$ cat src/rtl/core/pdm_pkg.sv
`timescale 1ns / 1ps
// Shared types and constants for the pairwise distance matrix block.
package pdm_pkg;

   localparam int IDX_WIDTH  = 6;
   localparam int DIST_WIDTH = 21;
   localparam logic [DIST_WIDTH-1:0] DIST_MAX = '1;

   // Commands from the controller to the datapath.
   typedef struct packed {
      logic store;      // write the accepted point and keep it as the current point
      logic rd;         // fetch the stored point at the row index
      logic load_diff;  // register absolute coordinate differences
      logic load_sq;    // register the squares
      logic load_sum;   // register the sum of squares
      logic root_start; // launch the square root unit
      logic emit_pair;  // present an off-diagonal beat
      logic emit_diag;  // present the diagonal beat
   } cmd_type;

   // Status from the datapath to the controller.
   typedef struct packed {
      logic both;       // fetched and current point are both present
      logic root_done;  // square root result is ready
   } stat_type;

endpackage

$ cat src/rtl/core/pdm_ctrl.sv
`timescale 1ns / 1ps
// Sequencing state machine: point indexing and pair walk.
module pdm_ctrl #(
   parameter int MAX_POINTS = 64
) (
   input  logic                          clock,
   input  logic                          reset,
   input  logic                          start,
   input  logic                          first_of_set,
   output logic                          busy,
   output pdm_pkg::cmd_type              cmd,
   input  pdm_pkg::stat_type             stat,
   output logic [$clog2(MAX_POINTS)-1:0] row_idx,
   output logic [$clog2(MAX_POINTS)-1:0] col_idx
);
   import pdm_pkg::*;

   localparam int IW = $clog2(MAX_POINTS);
   localparam int NW = $clog2(MAX_POINTS + 1);

   localparam logic [2:0] S_IDLE  = 3'd0;
   localparam logic [2:0] S_NEXT  = 3'd1;
   localparam logic [2:0] S_DIFF  = 3'd2;
   localparam logic [2:0] S_SQ    = 3'd3;
   localparam logic [2:0] S_SUM   = 3'd4;
   localparam logic [2:0] S_START = 3'd5;
   localparam logic [2:0] S_WAIT  = 3'd6;

   logic [2:0]    state_ff, state_in;
   logic [NW-1:0] count_ff, count_in;
   logic [IW-1:0] idx_ff, idx_in;
   logic [IW-1:0] j_ff, j_in;
   logic [NW-1:0] eff;

   always_comb begin
      cmd      = '0;
      state_in = state_ff;
      count_in = count_ff;
      idx_in   = idx_ff;
      j_in     = j_ff;
      eff      = first_of_set ? '0 : count_ff;
      unique case (state_ff)
         S_IDLE: begin
            if (start && eff < NW'(MAX_POINTS)) begin
               cmd.store = 1'b1;
               count_in  = eff;
               idx_in    = eff[IW-1:0];
               j_in      = '0;
               state_in  = S_NEXT;
            end
         end
         S_NEXT: begin
            if (j_ff == idx_ff) begin
               cmd.emit_diag = 1'b1;
               count_in      = NW'(idx_ff) + 1'b1;
               state_in      = S_IDLE;
            end else begin
               cmd.rd   = 1'b1;
               state_in = S_DIFF;
            end
         end
         S_DIFF: begin
            if (stat.both) begin
               cmd.load_diff = 1'b1;
               state_in      = S_SQ;
            end else begin
               cmd.emit_pair = 1'b1;
               j_in          = j_ff + 1'b1;
               state_in      = S_NEXT;
            end
         end
         S_SQ: begin
            cmd.load_sq = 1'b1;
            state_in    = S_SUM;
         end
         S_SUM: begin
            cmd.load_sum = 1'b1;
            state_in     = S_START;
         end
         S_START: begin
            cmd.root_start = 1'b1;
            state_in       = S_WAIT;
         end
         S_WAIT: begin
            if (stat.root_done) begin
               cmd.emit_pair = 1'b1;
               j_in          = j_ff + 1'b1;
               state_in      = S_NEXT;
            end
         end
         default: state_in = S_IDLE;
      endcase
   end

   always_ff @(posedge clock) begin
      if (reset) begin
         state_ff <= S_IDLE;
         count_ff <= '0;
         idx_ff   <= '0;
         j_ff     <= '0;
      end else begin
         state_ff <= state_in;
         count_ff <= count_in;
         idx_ff   <= idx_in;
         j_ff     <= j_in;
      end
   end

   assign busy    = state_ff != S_IDLE;
   assign row_idx = j_ff;
   // The store write happens at acceptance, before the new index is registered.
   assign col_idx = cmd.store ? idx_in : idx_ff;

   a_row_not_past_col: assert property (@(posedge clock) disable iff (reset)
      busy |-> j_ff <= idx_ff)
      else $error("row index ran past the current point");

   a_count_bounded: assert property (@(posedge clock) disable iff (reset)
      count_ff <= NW'(MAX_POINTS))
      else $error("point count exceeds store depth");

   a_single_emit: assert property (@(posedge clock) disable iff (reset)
      !(cmd.emit_pair && cmd.emit_diag))
      else $error("pair and diagonal beat issued together");

   a_diag_ends_run: assert property (@(posedge clock) disable iff (reset)
      cmd.emit_diag |=> !busy && count_ff == NW'($past(idx_ff)) + 1'b1)
      else $error("diagonal beat did not close the run");

endmodule

$ cat config.mk
export PLATFORM = sky130hd
export DESIGN_NAME = pdm_ctrl
export DESIGN_NICKNAME = d
export VERILOG_FILES = /design/src/rtl/core/pdm_pkg.sv /design/src/rtl/core/pdm_ctrl.sv
export SDC_FILE = /design/constraint.sdc
export NUM_CORES = 1
export LEC_CHECK = 0
export BUFFER_PORTS_ARGS = -buffer_cell sky130_fd_sc_hd__buf_2
export CAP_MARGIN = 20
export CORE_MARGIN = 2
export CORE_UTILIZATION = 57
export DETAILED_ROUTE_END_ITERATION = 8
export PLACE_DENSITY = 0.95
export SYNTH_ARGS = -nofsm -noshare
export SYNTH_HDL_FRONTEND = slang
export SYNTH_SLANG_ARGS = --single-unit
$ cat constraint.sdc
create_clock -name clock -period 2.74 [get_ports clock]
set_clock_uncertainty 0.1 [all_clocks]
set_input_delay 0.411 -clock clock [delete_from_list [all_inputs] [get_ports clock]]
set_output_delay 0.411 -clock clock [all_outputs]
set_load 0.01 [all_outputs]
==> metrics.md, run 1 <==
| Metric | Value |
|---|---|
| Avg Vias per Cell | 5.68 |
| Critical path class | reg -> out |
| R2r endpoint | count_ff[6] |
| Filler cell count | 187 |
| Fmax | 393 MHz |
| Number of nets in the layout | 180 |
| Slowest-stage cell, CP | dfxtp_1 |
| Routed Antenna Nets | 0 |
| Worst path top cell family by delay | simple AND/OR/NAND/NOR gates |
| Crit-path max cell delay | 0.46 ns |
| WL/cell | 13.8 um |
| CP startpoint | state_ff[0] |
| Worst Setup EP | col_idx[4] |
| DRC viols | 0 |
| Distinct cells, synth | 34 |
| Number of placed cells counting well taps | 195 |
| Post-DP HPWL | 2.09 mm |
| CTS tree | done |
| Crit-path cells | nor3_2 -> inv_2 -> or2_1 -> mux2_4 -> buf_2 |
| Net Sw Power | 166 uW |
| Antenna Cells | 0 |
| H-Tree Depth | 1 |
| Worst path required time | 2.23 ns |
| Congestion Overflow GR | 0 |
| Non-Filler Instances | 199 |
| Largest net degree at the start of global routing | 20 |
| Seq cells post-synth | 22 |
| RD Place Congestion | 0.819 |
| Share of cells above drive strength 1 | 27.5% |
| Static leakage | 0.594 nW |
| CP Max Fanout | 14 |
| Sequential Power Share | 49.9% |
| Final min period | 2.55 ns |
| Final worst-path cycle share | 92.9% |
| Buf/Inv on CP | 2 |
| Die X | 51.6 um |
| Register area share after synthesis | 34.1% |
| Worst EP arrival | 2.03 ns |
| Clk pwr share | 36.8% |
| Worst slew margin | 67.5% |
| Synth warnings | 0 |
| # port buffers | 26 |
| Clock transition at path regs | 0.12 ns |
| RSZ-0062 raised after global routing | false |
| TNS Setup | 0 ns |
| Hold-fix buffers, CTS | 0 |
| Initial antenna violation count | 0 |
| Chip height | 51.6 um |
| Internal reg-to-reg setup slack | 0.79 ns |
| Sequential cell area | 440 um2 |
| FP Rows | 17 |
| Combinational Power Share | 13.3% |
| P_int | 512 uW |
| Area of the core | 2170 um2 |
| Crit. path cell count | 5 |
| Worst-skew pair later-pin latency | 0.31 ns |
| VDD IR-drop max | 0.000314 V |
| Area delta synth->final | 14.5% |
| Num ports | 27 |
| Net count after synthesis | 154 |
| GRT Total Usage | 22.1% |
| Drt first pass iters | 4 |
| Final-report max-slew violation count | 0 |
| 1st-iter DRT viols | 19 |
| Multi-input logic area | 790 um2 |
| Vias post-DR | 1,131 |
| HP Class | in -> reg |
| Max cap viols | 0 |
| Final hold vios | 0 |
| Starting Density | 59.5% |
| Crit path launch type | flop |
| Status | finished, final reports clean |
| Slew @ Worst Pin | 0.487 ns |
| CTS Buffer Depth | 2 |
| Average size of a mapped cell | 8.84 um2 |
| RR Startpoint | state_ff[0] |
| Mapped Area | 1290 um2 |
| Clock root buffer master | clkbuf_4 |
| Sw frac | 24.5% |
| WL final | 2.74 mm |
| Post-CTS setup buffers | 0 |
| Setup violators final | 0 |
| Die area | 2660 um2 |
| Cells on worst reg2reg path | 5 |
| CTS Buf Count | 3 |
| Cell Pwr Density | 459 nW/um2 |
| Vias in the first global route | 1,035 |
| First-pass GRT wire length | 4.45 mm |
| Synthesized instance count | 146 |
| Post-CTS resize count | 0 |
| Sink count of the clock tree | 22 |
| Critical Path End Type | output pin |
[stage by stage]
step | hold WS (ns) | power (mW) | worst slack (ns) | utilization [%] | area (um2)
after global routing | 0.417 | 0.703 | 0.0798 | 68.1 | 1480
after detailed placement | 0.370 | 0.435 | 0.539 | 65.7 | 1430
after global placement | 0.363 | 0.430 | 0.621 | 65.7 | 1430
after floorplan | 0.354 | 0.410 | 0.898 | - | 1290
final | 0.377 | 0.678 | 0.194 | 68.1 | 1480
after CTS | 0.373 | 0.680 | 0.203 | 68.1 | 1480
[per-layer routing]
| layer | share of wire [%] | track usage, % | vias to the layer above |
|---|---|---|---|
| met5 | 0 | 0 | - |
| met4 | 0.84 | 8.77 | 0 |
| met3 | 4.4 | 4.02 | 4 |
| met2 | 52 | 38.5 | 33 |
| met1 | 42 | 26.7 | 546 |
| li1 | - | - | 548 |
[logic make-up (layout without fill, tap and decap cells)]
| group | after synthesis | in the layout | share of synthesized area (%) |
|---|---|---|---|
| muxes | 7 | 7 | 7.47 |
| AOI/OAI and AO/OA | 21 | 21 | 11.0 |
| buffers and inverters | 12 | 37 | 4.66 |
| and+or+nand+nor | 67 | 67 | 30.7 |
| xor gates and xnor gates | 15 | 15 | 10.2 |
| adders and majority gates | 2 | 2 | 1.94 |
| DFF | 22 | 22 | 34.1 |
[cells in the final DEF (no fill, tap or decap)]
cell	count
nor3b_1	2
o21ai_0	2
and3_1	1
o21ai_1	2
clkbuf_4	3
dfxtp_1	22
a2111oi_0	1
or3_1	1
o211ai_2	1
o311ai_0	1
xnor2_1	13
nand2_1	12
a21oi_1	9
a211oi_1	3
nand4_1	2
o221ai_1	1
mux2_2	1
inv_1	5
nor2_1	17
mux2_4	5
xor2_1	2
nor2b_4	5
bufinv_16	1
nor3_2	2
nand3_1	6
nand3b_1	7
nand2b_1	6
ha_1	2
mux2i_1	1
a2111oi_2	1
inv_2	1
buf_2	26
or2_1	1
buf_4	1
nor2b_1	5
[area by class of cell]
cell class,instances,area share (%)
multi-input cells,112,53.4
flip-flops and latches,22,29.8
repair buffers,27,9.31
well taps,28,2.37
clock inverters,1,2.03
clock buffers,3,1.52
inverters,6,1.52
[worst min path at each step]
stage | start | to | cells after the start
floorplan | count_ff[3] | count_ff[3] | 2
finish | stat[0] | state_ff[2] | 4
CTS | stat[0] | state_ff[2] | 4
detailed placement | count_ff[3] | count_ff[3] | 2
global route | count_ff[4] | count_ff[4] | 2
global placement | count_ff[2] | count_ff[2] | 2
[synth_stat cells (all sizes together)]
| cell type | number | area, um2 |
|---|---|---|
| dfxtp | 22 | 440 |
| nor2 | 17 | 63.8 |
| xnor2 | 13 | 114 |
| nand2 | 12 | 45.0 |
| nor2b | 10 | 100 |
| a21oi | 9 | 45.0 |
| nand3b | 7 | 52.6 |
| inv | 6 | 22.5 |
| mux2 | 6 | 86.3 |
| nand2b | 6 | 37.5 |
| nand3 | 6 | 30.0 |
| o21ai | 4 | 20.0 |
| a211oi | 3 | 22.5 |
| buf | 3 | 26.3 |
| clkbuf | 3 | 11.3 |
| a2111oi | 2 | 23.8 |
| ha | 2 | 25.0 |
| nand4 | 2 | 12.5 |
| nor3 | 2 | 20.0 |
| nor3b | 2 | 15.0 |
| xor2 | 2 | 17.5 |
| and3 | 1 | 6.26 |
| mux2i | 1 | 10.0 |
| o211ai | 1 | 12.5 |
| o221ai | 1 | 8.76 |
| o311ai | 1 | 8.76 |
| or2 | 1 | 6.26 |
| or3 | 1 | 6.26 |
[tightest hold or removal path, stage by stage]
cell and delay [ns]:
buf_2 0.09, o21ai_0 0.06, a21oi_1 0.15, nor2_1 0.05
[sequential cells by signal (all words and copies together), names as in the netlist]
| name | count |
|---|---|
| row_idx | 6 |
| state_ff | 3 |
| idx_ff | 6 |
| count_ff | 7 |
[power by group through the flow]
stage	clock [mW]	sequential, mW	combinational (mW)
after floorplan	0	0.342	0.0682
after global placement	0	0.345	0.0849
after detailed placement	0	0.345	0.0896
after CTS	0.252	0.339	0.0899
after global routing	0.264	0.341	0.0987
final	0.250	0.339	0.0900
Note: power is estimated with default switching activity, not from simulation.
==> run 2: changes to the inputs <==
- CELL_PAD_IN_SITES_DETAIL_PLACEMENT: unset -> 2
- CELL_PAD_IN_SITES_GLOBAL_PLACEMENT: unset -> 2
- CORE_UTILIZATION: 57 -> 34
- GPL_TIMING_DRIVEN: unset -> 0
- PLACE_DENSITY: 0.95 -> 0.94
==> metrics.md, run 2 (same netlist as run 1, synthesis figures left out) <==
| Metric | Value |
|---|---|
| RSZ-0062 raised after global routing | false |
| CP Max Fanout | 9 (-5) |
| Number of nets in the layout | 184 (+2.2%) |
| FP Rows | 22 (+5) |
| Cells on worst reg2reg path | 6 (+1) |
| TNS Setup | 0 ns (unchanged) |
| VDD IR-drop max | 0.000243 V (-22%) |
| Area of the core | 3660 um2 (+69%) |
| WL/cell | 17.4 um (+26%) |
| H-Tree Depth | 1 (unchanged) |
| Area delta synth->final | 17.6% |
| Post-place setup slack | 0.627 ns (+0.0882 ns) |
| Setup violators final | 0 (unchanged) |
| CTS Buffer Depth | 2 (unchanged) |
| Internal reg-to-reg setup slack | 0.94 ns (+0.15 ns) |
| CTS Buf Count | 3 (unchanged) |
| Clock root buffer master | clkbuf_8 |
| Post-CTS resize count | 0 (unchanged) |
| GRT Total Usage | 19.4% (-2.6 points) |
| Avg Vias per Cell | 5.04 (-11%) |
| Largest Register | count_ff |
| Die X | 65.6 um (+27%) |
| HP Class | reg -> reg |
| Vias post-DR | 1,119 (-1.1%) |
| Final core occ | 41.4% (-27 points) |
| R2r endpoint | count_ff[3] |
| Status | finished, final reports clean |
| Hold endpoint | count_ff[4] |
| Vias in the first global route | 1,257 (+21%) |
| Antenna Cells | 0 (unchanged) |
| Worst slew margin | 43.3% (-24 points) |
| Final-report max-slew violation count | 0 (unchanged) |
| Largest net degree at the start of global routing | 12 (-40%) |
| Hold-fix buffers, CTS | 0 (unchanged) |
| Most common cell after layout, fill and taps aside | buf_2 |
| Routed Antenna Nets | 0 (unchanged) |
| CTS tree | done |
| Worst path required time | 2.23 ns (about the same) |
| Hold path depth | 2 (-2) |
| Final hold vios | 0 (unchanged) |
| Congestion Overflow GR | 0 (unchanged) |
| First-pass GRT wire length | 6.27 mm (+41%) |
| Final min period | 2.30 ns (-0.242 ns) |
| Critical path class | reg -> out |
| Cell Pwr Density | 421 nW/um2 (-8.4%) |
| Sink count of the clock tree | 22 (unchanged) |
| Static leakage | 0.599 nW (+0.79%) |
| # port buffers | 25 (-3.8%) |
| Final worst-path cycle share | 84.1% (-8.8 points) |
| Worst EP arrival | 1.79 ns (-0.24 ns) |
| Largest register FFs | 7 (unchanged) |
| Critical Path End Type | output pin |
| DRC viols | 0 (unchanged) |
| Crit path launch type | flop |
| Post-DP HPWL | 2.95 mm (+41%) |
| Min-delay src | count_ff[4] |
| Drt first pass iters | 4 (unchanged) |
| Starting Density | 35.2% (-24 points) |
| Worst-skew pair later-pin latency | 0.26 ns (-0.05 ns) |
| Max cap viols | 0 (unchanged) |
| RD Place Congestion | 0.762 (-7.0%) |
| Post-CTS setup buffers | 0 (unchanged) |
| WL final | 3.86 mm (+41%) |
| Share of cells above drive strength 1 | 27.0% (-0.47 points) |
| Clock transition at path regs | 0.08 ns (-0.04 ns) |
| Chip height | 65.6 um (+27%) |
| 1st-iter DRT viols | 25 (+6) |
| Num ports | 27 (unchanged) |
| Initial antenna violation count | 0 (unchanged) |
| Die area | 4300 um2 (+62%) |
| Slew @ Worst Pin | 0.850 ns (+0.363 ns) |
| RR Startpoint | row_idx[0] |
| Setup ws final | 0.437 ns (+0.242 ns) |
| CP startpoint | state_ff[1] |
| Commonest non-fill, non-tap cells in the layout | buf_2 (25), dfxtp_1 (22), nor2_1 (17) |
| Fmax | 434 MHz (+11%) |
## run 2: cell count changes in the layout (fill, tap and decap cells not counted), sizes merged
cell	previous run	this run
bufinv	1	0
clkbuf	3	6
buf	27	28
## run 2: cell type report
class                      count  area, um2
multi-input combinational    112        790
sequential                    22        440
tap                           48       60.1
clock buffer                   3       41.3
buffer                         6       37.5
timing repair buffer          25        125
inverter                       6       22.5
fill                         438       2140
## run 2: per-stage QoR
stage | power, mW | std cells | hold slack (ns) | area, um2
final | 0.638 | 222 | 0.388 | 1520
after global routing | 0.674 | 222 | 0.400 | 1520
after global placement | 0.439 | 219 | 0.363 | 1480
after floorplan | 0.410 | 146 | 0.354 | 1290
after CTS | 0.650 | 222 | 0.384 | 1520
after detailed placement | 0.446 | 219 | 0.371 | 1480
## run 2: per-layer routing
| layer | up-vias | track usage, % | routed length [um] |
|---|---|---|---|
| met5 | - | 0 | 0 |
| met1 | 544 | 21.6 | 1630 |
| li1 | 550 | - | - |
| met4 | 0 | 3.39 | 22 |
| met2 | 23 | 37.2 | 2080 |
| met3 | 2 | 4.97 | 132 |
## run 2: how the worst max path moves through the flow
| stage | end | slack [ns] | cells past startpoint |
|---|---|---|---|
| floorplan | col_idx[0] | 0.90 | 6 |
| global placement | col_idx[0] | 0.68 | 6 |
| detailed placement | col_idx[4] | 0.63 | 6 |
| CTS | col_idx[4] | 0.41 | 6 |
| global route | cmd[0] | 0.30 | 5 |
| finish | col_idx[4] | 0.44 | 6 |
## run 2: worst max-delay path: stages (launching register included)
cell,delay [ns]
dfxtp_1,0.40
nor3_2,0.24
inv_2,0.06
or2_1,0.23
buf_6,0.15
mux2_4,0.31
buf_2,0.14
## run 2: power by group
part	internal [mW]	switching, mW	leakage, nW
Combinational	0.0400	0.0608	0.399
Clock	0.0981	0.103	0.0216
Sequential	0.327	0.00930	0.178
Total	0.465	0.173	0.599
